[src/hdl/robin_hood_hash_table_core_assert.svh]
// Assertion macros used by the hash table core.
`ifndef ROBIN_HOOD_HASH_TABLE_CORE_ASSERT_SVH
`define ROBIN_HOOD_HASH_TABLE_CORE_ASSERT_SVH

// Condition that must hold at every clock edge out of reset.
`define RHHT_CHECK(name, cond, msg) \
   name: assert property (@(posedge clock) disable iff (reset) (cond)) else $error(msg);

// Condition that must hold in the cycle after the trigger.
`define RHHT_IMPLY(name, trig, cons, msg) \
   name: assert property (@(posedge clock) disable iff (reset) (trig) |=> (cons)) \
      else $error(msg);

`endif

[src/hdl/rhht_ram.sv]
module rhht_ram #(
   parameter int WIDTH = 8,
   parameter int DEPTH = 16
) (
   input  logic                     clock,
   input  logic                     we,
   input  logic [$clog2(DEPTH)-1:0] waddr,
   input  logic [WIDTH-1:0]         wdata,
   input  logic [$clog2(DEPTH)-1:0] raddr,
   output logic [WIDTH-1:0]         rdata
);

   logic [WIDTH-1:0] mem [DEPTH];

   always_ff @(posedge clock) begin
      if (we) begin
         mem[waddr] <= wdata;
      end
      rdata <= mem[raddr];
   end

endmodule

[config.mk]
export PLATFORM = sky130hd
export DESIGN_NAME = rhht_ram
export DESIGN_NICKNAME = d
export VERILOG_FILES = /design/src/hdl/robin_hood_hash_table_core_assert.svh /design/src/hdl/rhht_ram.sv
export SDC_FILE = /design/constraint.sdc
export NUM_CORES = 1
export LEC_CHECK = 0
export ABC_AREA = 1
export BUFFER_PORTS_ARGS = -buffer_cell sky130_fd_sc_hd__buf_4
export CAP_MARGIN = 20
export CORE_UTILIZATION = 30
export DETAILED_ROUTE_END_ITERATION = 8
export PLACE_DENSITY_LB_ADDON = 0.25
export SLEW_MARGIN = 20
export SYNTH_ARGS = -nofsm -noshare
export SYNTH_HDL_FRONTEND = slang
export SYNTH_SLANG_ARGS = --single-unit
[constraint.sdc]
create_clock -name clock -period 1.1 [get_ports clock]
set_input_delay 0.165 -clock clock [delete_from_list [all_inputs] [get_ports clock]]
set_output_delay 0.165 -clock clock [all_outputs]
set_load 0.05 [all_outputs]
==> results.json, run 1 <==
{
  "avgSynthCellArea_sq_um": 10.5,
  "fill_cells": 1848,
  "grt_pass1_wl_mm": 21.8,
  "synthCells": 551,
  "rows": 50,
  "ys_ff_latch": 136,
  "drt_iter0_drc": 244,
  "max_stage_delay_ns": 0.35,
  "syn_area_sq_um": 5770,
  "post_dp_cell_area_sq_um": 6400,
  "postCtsSetupBuffers": 0,
  "synth_warnings": 0,
  "ys_seq_area_share_pct": 69.4,
  "hold_viol": 0,
  "synth_nets": 569,
  "setup.worst_path.class": "reg -> out",
  "slew_violations": 0,
  "synth_edf_count": 128,
  "drt-pass1-iter-count": 5,
  "core_area_sq_um": 18800,
  "cp_cell_sequence": "buf_8",
  "cp_max_fo": 1,
  "p_sw_share_pct": 21.0,
  "fin_area_sq_um": 7100,
  "antenna_cells": 0,
  "crit_family": "flip-flops",
  "initial_core_util_pct": 30.7,
  "gr-total-overflow": 0,
  "synth_top_cell_area_share_pct": 66.7,
  "comb_power_share_pct": 7.2,
  "clkTransAtPathRegs_ns": 0.06,
  "yosys.area.top_type": "edfxtp_1",
  "grt_max_degree": 33,
  "grtUsageTotal_pct": 15.2,
  "fp.dieW_um": 141,
  "cap_viol_max_count": 0,
  "grt_pass1_vias": 3897,
  "fmaxAchievable_mhz": 919,
  "cts_buffers": 17,
  "antenna_left": 0,
  "clockPowerShare_pct": 48.2,
  "tns_ns": 0,
  "ys_types": 12,
  "syn_to_final_growth_pct": 23.2,
  "antenna_found_initial": 0,
  "root_buffer": "clkbuf_16",
  "vdd_ir_drop_max_v": 0.000658,
  "period_minus_slack_ns": 1.09,
  "nets": 620,
  "die_h_um": 141,
  "slew_headroom_pct": 80.8,
  "seq_power_share_pct": 44.6,
  "clk_latency_ns": 0.42,
  "vias": 3803,
  "tightest_slew_ns": 0.288,
  "cp.arrival_ns": 0.92,
  "worst_clock_skew_ns": 0.00431,
  "post_drt_wl_per_cell_um": 16.1,
  "io_buffer_count": 25,
  "synth_most_common_cell": "nand2_1",
  "stdcell_count": 849,
  "hp-class": "in -> reg",
  "crit_required_ns": 0.94,
  "htreeDepth": 4,
  "routed_via_density": 4.48,
  "dp_cells": 817,
  "synth_top_flop_cell": "edfxtp_1",
  "synth_area_leaders": "edfxtp_1 67%, nand2_1 11%, nand3_1 8.4%, inv_1 6.5%, dfxtp_1 2.8%",
  "tritoncts": "done",
  "fin_hold_ws_ns": 0.0671,
  "final-setup-viol-count": 0,
  "drt-total-wl_mm": 13.7,
  "p_leak_nw": 3.05,
  "place.gp.congestion": 0.775,
  "clock-sinks": 136,
  "holdBufCountCts": 0,
  "switchingPower_mw": 2.75,
  "clock_path_buffers": 2,
  "hpwl_mm": 9.03,
  "drc": 0,
  "power_density_nw_per_um2": 1840,
  "async_reset_ff_share_pct": 0,
  "ios": 26,
  "die_area_sq_um": 19800,
  "rsz0062_at_grt": "yes",
  "status": "completed",
  "crit_buf_inv": 1,
  "min_period_over_period_pct": 99.0,
  "drive_gt1_share_pct": 14.6,
  "synth_common_cells": "173 x nand2_1, 128 x edfxtp_1, 100 x inv_1, 97 x nand3_1, 17 x nor2_1",
  "utilization_pct": 37.8,
  "worst_setup_path_end_kind": "primary output",
  "cp_slowest_cell": "dfxtp_2",
  "cp-start-kind": "register",
  "internal-power_mw": 10.3
}
layout make-up:
cell class,count,area [sq um],share of cell area [%]
multi-input cells,289,1210,17.1
well taps,234,293,4.12
clock buffers,18,429,6.04
repair buffers,56,546,7.68
flip-flops and latches,136,4010,56.5
inverters,102,383,5.39
clock inverters,14,228,3.21
sequential cells by signal (all words and copies together), names as in the netlist:
signal and count:
rdata 8, mem 128
logic make-up after synthesis:
| family | share of synthesized area [%] |
|---|---|
| and+or+nand+nor | 21.0 |
| buffers and inverters | 9.52 |
| DFF | 69.4 |
what timing repair did:
| item | CTS | global route |
|---|---|---|
| endpoints found under the hold margin | 0 | 0 |
| resized for setup | 13 | 2 |
| setup endpoints to repair | 8 | 4 |
worst reg2reg max path, cell delays in order (launching register included):
cell	delay [ns]
edfxtp_1	0.35
inv_1	0.06
nand2_1	0.04
nand3_1	0.09
nand3_1	0.10
nand3_1	0.17
nand2_1	0.08
per-stage QoR:
stage | setup slack, ns | power, mW
6_report | 0.0114 | 13.1
5_1_grt | -0.0245 | 13.5
4_1_cts | -0.0148 | 13.2
3_3_place_gp | -0.168 | 6.87
2_1_floorplan | -0.0158 | 6.46
3_5_place_dp | -0.184 | 6.88
per-layer routing:
layer / vias up / track usage (%) / routed length (um)
li1: 1872 / - / -
met3: 20 / 3.02 / 490
met5: - / 0 / 0
met4: 0 / 6.52 / 261
met2: 74 / 25.9 / 6820
met1: 1837 / 18.8 / 6080
path summary, 6_finish.rpt:
kind | start | endpoint | slack [ns] | cells past startpoint
max | rdata[2] | rdata[2] | 0.01 | 1
min | raddr[3] | rdata[5] | 0.07 | 3
max reg2reg | mem[1][7] | rdata[7] | 0.09 | 6
min reg2reg | mem[12][5] | rdata[5] | 0.64 | 6
power by group through the flow:
stage / clock network, mW / registers [mW] / logic (mW)
floorplan: 0 / 6.05 / 0.409
global placement: 0 / 5.94 / 0.931
detailed placement: 0 / 5.94 / 0.936
CTS: 6.39 / 5.84 / 0.965
global route: 6.62 / 5.85 / 1.04
finish: 6.31 / 5.84 / 0.945
cells in the final DEF, fill, tap and decap left out, types with 2 or more instances in the layout:
cell	instances
nand2_1	173
edfxtp_1	128
inv_1	100
nand3_1	97
buf_4	41
nor2_1	17
clkbuf_16	17
buf_12	7
bufinv_16	6
buf_6	6
dfxtp_2	5
clkinv_1	4
dfxtp_1	3
inv_2	2
nand3b_1	2
clkinvlp_4	2
buf_8	2
Power figures use the tool's default switching activity.
==> run 2: changes to the inputs <==
- CORE_UTILIZATION: 30 -> 61
- clock period: 1.1 -> 1.05 ns (I/O delays scaled with it)
==> run 2 against run 1 <==
  * Final cell count is 14% lower
  * Final area is 0.53% lower
  * Largest power group is now sequential cells
  * Flip-flop and latch count stayed put
  * Utilization is 39 points higher
  * Combinational power is 10% higher
  * Critical path depth stayed put
  * Total power is 1.5% higher
  * Clock-buffer cell count is 3 higher
  * Setup slack worse by 0.16 ns
  * The run now ends with negative setup slack left
==> results.json, run 2 (same netlist as run 1, synthesis figures left out) <==
{
  "hold_viol": 0,
  "grt_max_degree": 36,
  "dp_cells": 694,
  "post_drt_wl_per_cell_um": 18.1,
  "cp.arrival_ns": 1.04,
  "grtUsageTotal_pct": 29.2,
  "fin_hold_ws_ns": 0.00355,
  "rows": 35,
  "cp_cell_sequence": "buf_8",
  "min_period_over_period_pct": 114,
  "use_met1_pct": 36.5,
  "setup_ws_ns": -0.144,
  "drt-total-wl_mm": 13.2,
  "io_buffer_count": 25,
  "antenna_left": 0,
  "cts_buffers": 17,
  "cp-start-kind": "register",
  "vias": 3994,
  "gr-total-overflow": 0,
  "worst_setup_path_end_kind": "primary output",
  "worst_clock_skew_ns": 0.00755,
  "htreeDepth": 4,
  "fin_area_sq_um": 7060,
  "crit_family": "flip-flops",
  "utilization_pct": 76.8,
  "drt_iter0_drc": 343,
  "clockPowerShare_pct": 46.1,
  "clk_latency_ns": 0.52,
  "core_area_sq_um": 9200,
  "syn_to_final_growth_pct": 22.5,
  "clock_path_buffers": 2,
  "grt_pass1_vias": 4024,
  "drc": 0,
  "drive_gt1_share_pct": 18.2,
  "place.gp.congestion": 0.844,
  "hpwl_mm": 7.99,
  "top_register": "mem",
  "p_leak_nw": 3.08,
  "p_sw_share_pct": 22.0,
  "crit_required_ns": 0.89,
  "regArea_sq_um": 4020,
  "initial_core_util_pct": 62.7,
  "setup.worst_path.class": "reg -> out",
  "tightest_slew_ns": 0.372,
  "final-setup-viol-count": 8,
  "root_buffer": "clkbuf_8",
  "fill_cells": 563,
  "largest_reg_flops": 128,
  "antenna_found_initial": 0,
  "violations": "negative setup slack",
  "power_density_nw_per_um2": 1880,
  "rsz0062_at_grt": "yes",
  "stdcell_count": 731,
  "status": "complete, but fails checks",
  "clock-sinks": 136,
  "slew_violations": 0,
  "layout_commonest_cell": "nand2_1",
  "cp_max_fo": 1,
  "grt_pass1_wl_mm": 20.5,
  "use_met3_pct": 5.62,
  "hp-class": "in -> reg",
  "seq_power_share_pct": 46.1,
  "fp.dieW_um": 99.2,
  "final_cell_mix": "173 x nand2_1, 128 x edfxtp_1, 99 x inv_1, 84 x nand3_1, 40 x buf_4",
  "reg.largest.list": "mem: 128 flops, rdata: 8 flops",
  "use_met2_pct": 47.8,
  "cp_slowest_cell": "dfxtp_2",
  "internal-power_mw": 10.4,
  "fmaxAchievable_mhz": 838,
  "max_stage_delay_ns": 0.36,
  "slew_headroom_pct": 75.1,
  "multi_input_area_sq_um": 1290,
  "vdd_ir_drop_max_v": 0.00122,
  "clkTransAtPathRegs_ns": 0.06,
  "tritoncts": "done",
  "crit_buf_inv": 1,
  "comb_power_share_pct": 7.9,
  "antenna_cells": 0,
  "grt.busiest_layer": "met2",
  "cap_viol_max_count": 0,
  "post_dp_cell_area_sq_um": 6270,
  "period_minus_slack_ns": 1.19,
  "switchingPower_mw": 2.93,
  "drt-pass1-iter-count": 5,
  "routed_via_density": 5.46,
  "die_h_um": 99.2,
  "nets": 625,
  "die_area_sq_um": 9850,
  "ios": 26
}
-- run 2: cell types whose count changed in the layout (fill, tap and decap cells not counted), moves of 5 or more --
cell,change
nand3_2,+13
nand3_1,-13
dlygate4sd3_1,+5
nor2_2,+5
nor2_1,-5
-- run 2: what timing repair did --
action                                  CTS  global route
pin swaps                                 1             1
endpoints found under the hold margin    57             0
gates resized for setup                  21            16
endpoints found under the setup margin    9            14
setup buffers                             0             0
hold buffers                              5             0
-- run 2: per-stage QoR --
step | setup TNS (ns) | power (mW) | setup WS, ns
floorplan | -4.98 | 6.77 | -0.0583
global placement | -8.72 | 7.15 | -0.125
detailed placement | -12.60 | 7.17 | -0.139
CTS | -0.947 | 13.3 | -0.152
global route | -1.06 | 13.6 | -0.160
finish | -0.862 | 13.3 | -0.144
-- run 2: worst paths after layout --
| path | end | slack, ns | start | cells after the start |
|---|---|---|---|---|
| worst max-delay path | rdata[1] | -0.14 | rdata[1] | 1 |
| worst min-delay path | mem[5][7] | 0.004 | wdata[7] | 1 |
| worst max register to register | rdata[2] | 0.04 | mem[1][2] | 6 |
| worst min register to register | rdata[1] | 0.68 | mem[12][1] | 6 |
-- run 2: cell type report --
type,instances,share of cell area [%]
inverter,102,5.42
tap,111,1.97
clock buffer,21,6.22
multi-input combinational,289,18.3
sequential,136,56.9
timing repair buffer,61,8.82
clock inverter,11,2.44
-- run 2: layer usage --
metal	wire, um	vias to the layer above
li1	-	1885
met1	5160	1881
met2	6680	197
met3	961	31
met4	408	0
met5	0	-
-- run 2: power groups by stage --
stage | Combinational, mW | Clock, mW | Sequential, mW
final | 1.04 | 6.13 | 6.13
after global routing | 1.13 | 6.34 | 6.14
after global placement | 0.929 | 0 | 6.22
after floorplan | 0.432 | 0 | 6.34
after detailed placement | 0.946 | 0 | 6.22
after CTS | 1.01 | 6.12 | 6.13
