==> src/hdl/robin_hood_hash_table_core_assert.svh <==
// Assertion macros used by the hash table core.
`ifndef ROBIN_HOOD_HASH_TABLE_CORE_ASSERT_SVH
`define ROBIN_HOOD_HASH_TABLE_CORE_ASSERT_SVH

// Condition that must hold at every clock edge out of reset.
`define RHHT_CHECK(name, cond, msg) \
   name: assert property (@(posedge clock) disable iff (reset) (cond)) else $error(msg);

// Condition that must hold in the cycle after the trigger.
`define RHHT_IMPLY(name, trig, cons, msg) \
   name: assert property (@(posedge clock) disable iff (reset) (trig) |=> (cons)) \
      else $error(msg);

`endif

==> src/hdl/rhht_pkg.sv <==
package rhht_pkg;

   localparam int SLOTS_DEF     = 256;
   localparam int KEY_BYTES_DEF = 8;

   localparam int KEY_W   = 64;
   localparam int VAL_W   = 64;
   localparam int HASH_W  = 64;
   localparam int LEN_W   = 4;
   localparam int PROBE_W = 8;
   localparam int COUNT_W = 9;

   // FNV-1a 64: prime is 2^40 + 0x1b3
   localparam logic [HASH_W-1:0] FNV_BASIS    = 64'hcbf29ce484222325;
   localparam logic [HASH_W-1:0] FNV_PRIME    = 64'h00000100000001b3;
   localparam int                FNV_SHIFT    = 40;
   localparam logic [8:0]        FNV_PRIME_LO = FNV_PRIME[8:0];

   localparam logic [COUNT_W-1:0] LIMIT_RESET    = 9'd192;
   localparam logic [2:0]         REG_LOAD_LIMIT = 3'd0;

   typedef enum logic [1:0] {
      OP_PUT    = 2'd0,
      OP_LOOKUP = 2'd1,
      OP_REMOVE = 2'd2
   } op_type;

   typedef enum logic [2:0] {
      ST_INSERTED  = 3'd0,
      ST_UPDATED   = 3'd1,
      ST_FOUND     = 3'd2,
      ST_NOT_FOUND = 3'd3,
      ST_REMOVED   = 3'd4,
      ST_FULL      = 3'd5
   } status_type;

   typedef enum logic [3:0] {
      S_CLEAR,
      S_IDLE,
      S_HASH,
      S_FIND_RD,
      S_FIND_CHK,
      S_PLACE_RD,
      S_PLACE_CHK,
      S_ERASE_RD,
      S_ERASE_CHK,
      S_ERASE_END,
      S_RESP
   } state_type;

   typedef struct packed {
      logic                used;
      logic [PROBE_W-1:0]  probe;
      logic [LEN_W-1:0]    len;
      logic [KEY_W-1:0]    key;
      logic [VAL_W-1:0]    value;
   } slot_type;

   typedef struct packed {
      logic              start;
      logic [LEN_W-1:0]  len;
      logic [KEY_W-1:0]  key;
   } hash_cmd_type;

   function automatic logic [KEY_W-1:0] key_mask(input logic [LEN_W-1:0] len);
      logic [KEY_W-1:0] m;
      m = '0;
      for (int i = 0; i < KEY_W / 8; i++) begin
         m[8*i +: 8] = (LEN_W'(i) < len) ? 8'hff : 8'h00;
      end
      return m;
   endfunction

   // one FNV-1a byte round; the 64-bit product splits into a shift and a narrow multiply
   function automatic logic [HASH_W-1:0] fnv_round(input logic [HASH_W-1:0] h,
                                                   input logic [7:0] b);
      logic [HASH_W-1:0] x;
      x = h ^ {56'b0, b};
      return (x << FNV_SHIFT) + HASH_W'(x * FNV_PRIME_LO);
   endfunction

endpackage

==> src/hdl/rhht_hash.sv <==
module rhht_hash (
   input  logic                  clock,
   input  logic                  reset,
   input  rhht_pkg::hash_cmd_type cmd,
   output logic                  done,
   output logic [63:0]           hash
);
   import rhht_pkg::*;

   logic                 active_ff, active_in;
   logic [LEN_W-1:0]     cnt_ff, cnt_in;
   logic [KEY_W-1:0]     key_ff, key_in;
   logic [HASH_W-1:0]    h_ff, h_in;

   assign done = active_ff && (cnt_ff == '0);
   assign hash = h_ff;

   always_comb begin
      active_in = active_ff;
      cnt_in    = cnt_ff;
      key_in    = key_ff;
      h_in      = h_ff;
      if (cmd.start) begin
         active_in = 1'b1;
         cnt_in    = cmd.len;
         key_in    = cmd.key;
         h_in      = FNV_BASIS;
      end else if (active_ff) begin
         if (cnt_ff == '0) begin
            active_in = 1'b0;
         end else begin
            h_in   = fnv_round(h_ff, key_ff[7:0]);
            key_in = key_ff >> 8;
            cnt_in = cnt_ff - 1'b1;
         end
      end
   end

   always_ff @(posedge clock) begin
      if (reset) begin
         active_ff <= 1'b0;
         cnt_ff    <= '0;
      end else begin
         active_ff <= active_in;
         cnt_ff    <= cnt_in;
      end
      key_ff <= key_in;
      h_ff   <= h_in;
   end

endmodule
==> config.mk <==
export PLATFORM = sky130hd
export DESIGN_NAME = rhht_hash
export DESIGN_NICKNAME = d
export VERILOG_FILES = /design/src/hdl/robin_hood_hash_table_core_assert.svh /design/src/hdl/rhht_pkg.sv /design/src/hdl/rhht_hash.sv
export SDC_FILE = /design/constraint.sdc
export NUM_CORES = 1
export LEC_CHECK = 0
export BUFFER_PORTS_ARGS = -buffer_cell sky130_fd_sc_hd__clkbuf_2
export CORE_AREA = 2 2 187 189
export CTS_BUF_LIST = sky130_fd_sc_hd__clkbuf_8
export CTS_CLUSTER_DIAMETER = 30
export DETAILED_ROUTE_END_ITERATION = 8
export DIE_AREA = 0 0 189 191
export GPL_TIMING_DRIVEN = 0
export PLACE_DENSITY_LB_ADDON = 0.25
export SYNTH_ARGS = -nofsm -noshare
export SYNTH_HDL_FRONTEND = slang
export SYNTH_SLANG_ARGS = --single-unit
==> constraint.sdc <==
create_clock -name clock -period 7 [get_ports clock]
set_input_delay 0.35 -clock clock [delete_from_list [all_inputs] [get_ports clock]]
set_output_delay 0.35 -clock clock [all_outputs]
set_load 0.02 [all_outputs]
==> results of run 1 <==
==> synthesized netlist by cell type, types with 16 or more instances <==
master	n	area share, %
a31oi_1	17	0.63
xnor2_1	48	2.5
ha_1	203	15
dfxtp_1	69	8.2
edfxtp_1	64	11
nand2_1	111	2.5
a21oi_1	113	3.4
nand4_1	17	0.63
and2_1	16	0.59
xor2_1	72	3.7
a21o_1	50	2.2
inv_1	404	9.0
mux2_2	56	3.7
o21ai_0	54	1.6
fa_1	212	25
clkbuf_1	31	0.69
nor2_1	71	1.6
==> layout make-up <==
type | instances | area share [%]
Buffer | 53 | 1.26
Clock inverter | 15 | 0.871
Clock buffer | 17 | 1.26
Inverter | 404 | 8.18
Timing Repair Buffer | 135 | 3.77
Multi-Input combinational cell | 1188 | 63.8
Tap cell | 455 | 3.07
Sequential cell | 133 | 17.8
==> cell families (layout without fill, tap and decap cells) <==
logic type                 after synthesis  in the layout  synth area share (%)
AOI/OAI and AO/OA                      320            320                  12.1
xor gates and xnor gates               120            120                  6.23
buffers and inverters                  457            624                  10.3
DFF                                    133            133                  19.6
adders and majority gates              415            415                  40.2
and+or+nand+nor                        276            276                  7.79
muxes                                   57             57                  3.80
==> worst paths after layout <==
path,endpoint,slack (ns),startpoint,depth (start not counted)
hold / removal,cnt_ff[3]$_SDFFE_PP0P_,0.13,cmd[67],3
hold reg to reg,hash[1]$_SDFFE_PP0P_,0.50,hash[1]$_SDFFE_PP0P_,2
setup / recovery,hash[57]$_SDFFE_PP1P_,0.44,key_ff[2]$_DFFE_PP_,20
setup reg to reg,hash[57]$_SDFFE_PP1P_,0.44,key_ff[2]$_DFFE_PP_,20
==> metrics by stage <==
stage / cell area, um2 / worst slack, ns / instances / utilization [%] / hold WS (ns)
after global routing: 18500 / 0.0607 / 2400 / 54.3 / 0.113
after global placement: 18100 / 0.504 / 2367 / 53.1 / 0.486
after floorplan: 16900 / 1.81 / 1778 / - / 0.422
after detailed placement: 18100 / 0.488 / 2368 / 53.2 / 0.486
final: 18500 / 0.439 / 2400 / 54.3 / 0.125
after CTS: 18500 / 0.458 / 2400 / 54.3 / 0.110
==> sequential cells by signal, summed over array words and instances (netlist names) <==
register	cells
active_ff	1
cnt_ff	4
hash	64
key_ff	64
==> routing by layer <==
| layer | share of wire [%] | global-route usage, % |
|---|---|---|
| met1 | 43 | 32.5 |
| met2 | 48 | 43.4 |
| met3 | 6.7 | 5.95 |
| met4 | 2.7 | 7.24 |
| met5 | 0 | 0 |
==> worst reg2reg max path: stages (launching register included) <==
cell,delay [ns]
edfxtp_1,0.43
xnor2_1,0.64
inv_1,0.25
ha_1,0.40
xor2_1,0.17
ha_1,0.20
or2_2,0.31
fa_1,0.53
fa_1,0.44
ha_1,0.29
ha_1,0.38
nand3_1,0.10
o221ai_1,0.33
a41oi_1,0.26
a31oi_1,0.46
and3_1,0.36
o32ai_2,0.16
nor3b_2,0.27
a21oi_1,0.11
xnor2_1,0.22
a21oi_1,0.10
==> impl_metrics.ini, run 1 <==
[setup_path]
slowest_stage = xnor2_1
critPathArrivalTime_ns = 6.88
max_stage_delay_ns = 0.64
crit_path_max_fanout = 5
cp_common_cell = ha_1
critPathLaunchType = flip-flop
path_cells = xnor2_1, inv_1, ha_1, xor2_1, ha_1, or2_2, fa_1, fa_1, ha_1, ha_1, nand3_1, o221ai_1, a41oi_1, a31oi_1, and3_1, o32ai_2, nor3b_2, a21oi_1, xnor2_1, a21oi_1
crit_buf_inv = 1
critPathTopFamily = adder cells
worstSetupPathType = reg -> reg
required_ns = 7.32
endpoint_kind = flip-flop

[floorplan]
rows = 68
core_um2 = 34100
start_util_pct = 49.5
dieArea_um2 = 36100
die_w_um = 189
boundaryPins = 136
die_height_um = 191

[synthesis]
synthArstFlopShare_pct = 0
synth_seq_cells = 133
syn-cell-area_um2 = 16900
synth_cells = 1778
synth_cell_types = 73
syn_nets = 2264
synth_seq_area_share_pct = 19.6
synth_flop_cell = dfxtp_1
avgSynthCellArea_um2 = 9.49
synth_edf_count = 64
ys_warn_count = 0

[drt]
avgViaCountPerCell = 5.26
routed_wirelength_um = 44100
drt_iter0_drc = 639
ant_nets = 0
drtPass1Iterations = 5
routedWlPerCell_um = 18.4
vias = 12600
drc_errors = 0

[grt]
grt_pass1_vias = 13300
antenna_found_initial = 0
grt_max_degree = 68
track_usage_pct = 25.5
grt_pass1_wl_um = 71400
overflow = 0

[placed_design]
gp_congestion = 0.931
numPortBuffers = 134
dp_hpwl_um = 38000

[worst_hold_path]
hold_path_class = in -> reg

[final_layout]
drive_above_1_share_pct = 13.2
finalNetCount = 2418
antenna_cells = 0
final_common_cell = inv_1
regArea_um2 = 3300
fill_cells = 3181
multi_input_area_um2 = 11800
layout_common_cells = 404 x inv_1, 212 x fa_1, 203 x ha_1, 137 x clkbuf_2, 113 x a21oi_1
area_growth_pct = 9.88

[run]
cap_viol_max_count = 0

[clock_tree]
cts_made_buffers = 17
hold_buffers = 0
cts_sinks = 133
root_buffer = clkbuf_8
path_clk_slew_ns = 0.09
clock_path_buffers = 2
cts_resized = 0
tritoncts = yes
postCtsSetupRepairBufs = 0
worst_skew_pair.late_latency_ns = 0.47
h-tree-depth = 4

[timing]
min_period_ns = 6.56
slew_viol_final = 0
finalCritPeriodShare_pct = 93.7
rsz0062_at_grt = false
setup_viol = 0
tightest_slew_ns = 0.976
slew_headroom_pct = 34.4
tns_ns = 0
max_freq_mhz = 152
hold_violations = 0
finClkSkew_ns = 0.0226

[outcome]
status = complete, no violations
Power of run 1 is left out: the tool's default activity adds up to more than one toggle a clock period on the data nets, which glitch-free logic cannot reach.
==> run 2: changes to the inputs <==
--- a/config.mk
+++ b/config.mk
@@ -6,13 +6,14 @@
 export NUM_CORES = 1
 export LEC_CHECK = 0
 export BUFFER_PORTS_ARGS = -buffer_cell sky130_fd_sc_hd__clkbuf_2
-export CORE_AREA = 2 2 187 189
+export CORE_AREA = 4 4 189 191
 export CTS_BUF_LIST = sky130_fd_sc_hd__clkbuf_8
 export CTS_CLUSTER_DIAMETER = 30
 export DETAILED_ROUTE_END_ITERATION = 8
-export DIE_AREA = 0 0 189 191
+export DIE_AREA = 0 0 193 195
 export GPL_TIMING_DRIVEN = 0
 export PLACE_DENSITY_LB_ADDON = 0.25
+export REMOVE_ABC_BUFFERS = 1
 export SYNTH_ARGS = -nofsm -noshare
 export SYNTH_HDL_FRONTEND = slang
 export SYNTH_SLANG_ARGS = --single-unit
==> constraint.sdc (replaced) <==
create_clock -name clock -period 5.48 [get_ports clock]
set_input_delay 0.274 -clock clock [delete_from_list [all_inputs] [get_ports clock]]
set_output_delay 0.274 -clock clock [all_outputs]
set_load 0.02 [all_outputs]
==> run 2 against run 1 <==
Compared with the run above:
- setup slack worse by 0.36 ns
- global-route usage is 2.1 points lower
- die area is 4.3% higher
- non-clock buffer count is 2 lower
- cell count hardly changed
- routed wire length is 1.9% lower
- first-iteration DRC count is 13% higher
- clock skew is 0.0052 ns higher
- via count is 1.3% higher
- critical path type unchanged
==> impl_metrics.ini, run 2 (synthesis gave the netlist of run 1 again) <==
[final_layout]
fin_util_pct = 58.5
final_common_cell = inv_1
finalNetCount = 2416
drive_above_1_share_pct = 23.7
antenna_cells = 0
post-route-cell-area_um2 = 19900
area_growth_pct = 18.2
layout_common_cells = 400 x inv_1, 206 x fa_1, 134 x clkbuf_2, 131 x ha_1, 110 x nand2_1

[floorplan]
rows = 68
die_w_um = 193
core_um2 = 34100
dieArea_um2 = 37600
start_util_pct = 49.5
die_height_um = 195
boundaryPins = 136

[grt]
overflow = 0
antenna_found_initial = 0
grt_max_degree = 70
track_usage_pct = 23.4
grt_pass1_wl_um = 70300
grt_pass1_vias = 13300

[timing]
slew_headroom_pct = 32.9
slew_viol_final = 0
tightest_slew_ns = 1.01
min_period_ns = 5.40
setup_viol = 0
max_freq_mhz = 185
hold_violations = 0
finClkSkew_ns = 0.0277
finalCritPeriodShare_pct = 98.6
fin_ws_ns = 0.0768

[clock_tree]
path_clk_slew_ns = 0.11
h-tree-depth = 4
worst_skew_pair.late_latency_ns = 0.46
tritoncts = yes
cts_sinks = 133
root_buffer = clkbuf_8
clock_path_buffers = 2
cts_made_buffers = 17

[setup_path]
endpoint_kind = flip-flop
worstSetupPathType = reg -> reg
required_ns = 5.83
critPathLaunchType = flip-flop
critPathArrivalTime_ns = 5.75
critPathLaunch = key_ff[2]$_DFFE_PP_
crit_path_max_fanout = 5
r2r-start = key_ff[2]$_DFFE_PP_

[placed_design]
gp_congestion = 0.910
dp_hpwl_um = 35300
numPortBuffers = 135
dpl_worst_slack_ns = -0.982
place_area_um2 = 18000

[drt]
routed_wirelength_um = 43300
drt_iter0_drc = 725
drtPass1Iterations = 6
avgViaCountPerCell = 5.33
ant_nets = 0
routedWlPerCell_um = 18.1
vias = 12800
drc_errors = 0

[worst_hold_path]
hold_path_class = in -> reg
min-delay-start = reset

[run]
cap_viol_max_count = 0

[outcome]
status = complete, no violations
[run 2: layout make-up]
| type | count | area, um2 |
|---|---|---|
| clock buffer | 17 | 234 |
| clock inverter | 15 | 159 |
| fill | 3003 | 14200 |
| inverter | 404 | 1520 |
| multi-input combinational | 1188 | 13000 |
| sequential | 133 | 3380 |
| tap | 455 | 569 |
| timing repair buffer | 186 | 1130 |
[run 2: final timing paths]
check | to | depth (start not counted) | slack [ns]
setup / recovery | hash[62]$_SDFFE_PP1P_ | 20 | 0.08
hold / removal | active_ff$_SDFF_PP0_ | 2 | 0.05
setup reg to reg | hash[62]$_SDFFE_PP1P_ | 20 | 0.08
hold reg to reg | hash[40]$_SDFFE_PP0P_ | 2 | 0.49
[run 2: critical path: stages (launching register included)]
cell	delay [ns]
edfxtp_1	0.48
xnor2_4	0.23
inv_2	0.09
ha_4	0.27
xor2_4	0.16
ha_1	0.19
or2_2	0.30
fa_2	0.54
fa_2	0.47
ha_4	0.25
ha_4	0.29
o21a_1	0.17
o21ai_2	0.07
a311o_1	0.34
nand3_2	0.14
a21oi_4	0.09
o41a_1	0.51
nand2b_4	0.14
a21oi_4	0.08
o21a_1	0.21
o311a_1	0.28
[run 2: through the flow]
stage	std cells	setup TNS (ns)	hold slack, ns
CTS	2363	0	0.0266
floorplan	1725	0	0.343
global route	2398	-0.124	0.0421
finish	2398	0	0.0454
detailed placement	2319	-20.84	0.479
global placement	2315	-91.21	0.471
[run 2: routing by layer]
| layer | wire [um] | global-route usage, % |
|---|---|---|
| met5 | 0 | 0 |
| met4 | 1130 | 4.93 |
| met3 | 1860 | 3.49 |
| met2 | 21700 | 40.7 |
| met1 | 18600 | 31.2 |
[run 2: what timing repair did]
action,CTS,global route
setup buffers,12,35
hold buffers,0,0
pin swaps,19,56
gates resized for setup,78,160
endpoints found under the setup margin,47,22
Power of run 2 is left out for the same reason.
==> run 3: changes to the inputs <==
--- a/config.mk
+++ b/config.mk
@@ -6,13 +6,14 @@
 export NUM_CORES = 1
 export LEC_CHECK = 0
 export BUFFER_PORTS_ARGS = -buffer_cell sky130_fd_sc_hd__clkbuf_2
+export CAP_MARGIN = 20
 export CORE_AREA = 4 4 189 191
 export CTS_BUF_LIST = sky130_fd_sc_hd__clkbuf_8
 export CTS_CLUSTER_DIAMETER = 30
 export DETAILED_ROUTE_END_ITERATION = 8
 export DIE_AREA = 0 0 193 195
 export GPL_TIMING_DRIVEN = 0
-export PLACE_DENSITY_LB_ADDON = 0.25
+export PLACE_DENSITY = 0.67
 export REMOVE_ABC_BUFFERS = 1
 export SYNTH_ARGS = -nofsm -noshare
 export SYNTH_HDL_FRONTEND = slang
==> run 3 against run 2 <==
Compared with the run above:
- setup slack got worse by 0.013 ns
- register-to-register slack about the same
- cell count fell by 0.38%
- die area did not move
- core utilization shrank 0.77 points
- count of clock-buffer cells in the layout unchanged
- global-route usage about the same
==> impl_metrics.ini, run 3 (synthesis gave the netlist of run 1 again) <==
[clock_tree]
clock_path_buffers = 2
root_buffer = clkbuf_8
hold_buffers = 0
h-tree-depth = 4
path_clk_slew_ns = 0.09
cts_sinks = 133
worst_skew_pair.late_latency_ns = 0.46
cts_made_buffers = 17
tritoncts = yes

[grt]
grt_pass1_wl_um = 70000
antenna_found_initial = 0
grt_pass1_vias = 13400
overflow = 0
grt_max_degree = 72
track_usage_pct = 23.4

[drt]
ant_nets = 0
avgViaCountPerCell = 5.36
routed_wirelength_um = 43400
vias = 12800
drc_errors = 0
drtPass1Iterations = 5
drt_iter0_drc = 836
routedWlPerCell_um = 18.2

[placed_design]
place_area_um2 = 18000
dp_hpwl_um = 35500
numPortBuffers = 135
gp_congestion = 0.937

[timing]
max_freq_mhz = 185
min_period_ns = 5.42
finClkSkew_ns = 0.0206
hold_violations = 0
slew_viol_final = 0
finalCritPeriodShare_pct = 98.8
tightest_slew_ns = 1.02
tns_ns = 0
slew_headroom_pct = 32.3
setup_viol = 0

[setup_path]
endpoint_kind = flip-flop
critPathLaunchType = flip-flop
path_cells = xor2_4, ha_2, xor2_2, a21o_1, fa_1, fa_1, ha_1, ha_4, and4_4, o21ai_2, a311o_1, nand3_2, a21oi_4, o41a_1, nand2b_4, a21oi_4, o21a_1, o311a_1
required_ns = 5.82
worstSetupPathType = reg -> reg
max_stage_delay_ns = 0.52
critPathArrivalTime_ns = 5.76
slowest_stage = fa_1
crit_path_max_fanout = 6

[final_layout]
regArea_um2 = 3360
final_common_cell = inv_1
finalNetCount = 2407
antenna_cells = 0
multi_input_area_um2 = 12800
area_growth_pct = 16.6
layout_common_cells = 401 x inv_1, 208 x fa_1, 137 x ha_1, 134 x clkbuf_2, 110 x nand2_1
post-route-cell-area_um2 = 19700
fill_cells = 3029
drive_above_1_share_pct = 22.5

[floorplan]
rows = 68
dieArea_um2 = 37600
die_w_um = 193
boundaryPins = 136
start_util_pct = 49.5
core_um2 = 34100
die_height_um = 195

[run]
cap_viol_max_count = 0

[worst_hold_path]
hold_path_class = in -> reg

[outcome]
status = complete, no violations
run 3: metal layers:
layer  global-route usage [%]  vias up  routed length, um
li1                         -     6057                  -
met5                        0        -                  0
met1                     31.2     6382              18800
met3                     3.18       56               1920
met4                     4.64        0                805
met2                     41.1      315              21900
run 3: stage by stage:
| stage | utilization, % | instances | worst slack (ns) | hold slack, ns |
|---|---|---|---|---|
| finish | 57.7 | 2389 | 0.0642 | 0.0526 |
| global route | 57.7 | 2389 | -0.0567 | 0.0418 |
| CTS | 55.4 | 2366 | 0.00115 | 0.0346 |
| detailed placement | 52.8 | 2320 | -0.969 | 0.478 |
| global placement | 52.4 | 2315 | -1.35 | 0.473 |
| floorplan | - | 1725 | 0.310 | 0.343 |
run 3: final timing paths:
path	from	endpoint	slack, ns	cells after the start
setup / recovery	key_ff[4]$_DFFE_PP_	hash[62]$_SDFFE_PP1P_	0.06	18
hold / removal	cmd[65]	cnt_ff[1]$_SDFFE_PP0P_	0.05	3
hold reg to reg	hash[46]$_SDFFE_PP0P_	hash[46]$_SDFFE_PP0P_	0.51	2
setup reg to reg	key_ff[4]$_DFFE_PP_	hash[62]$_SDFFE_PP1P_	0.06	18
run 3: critical path: cells and delay by family, from the launching register on:
| kind | cells | cell delay (ns) |
|---|---|---|
| AO/OA/AOI/OAI | 8 | 1.83 |
| adder cells (fa/ha/maj) | 5 | 1.94 |
| flip-flops | 1 | 0.49 |
| AND/OR/NAND/NOR | 3 | 0.52 |
| XOR/XNOR | 2 | 0.50 |
run 3: timing repair:
item,CTS,global route
gates cloned,0,0
pin swaps,19,44
hold endpoints to repair,0,0
setup endpoints to repair,43,17
gates resized for setup,96,115
setup buffers,14,23
run 3: area by class of cell:
class,instances,share of cell area [%]
tap,455,2.89
clock inverter,15,0.553
sequential,133,17.1
clock buffer,17,1.19
multi-input combinational,1188,65.1
timing repair buffer,177,5.43
inverter,404,7.72
Power of run 3 is left out for the same reason.
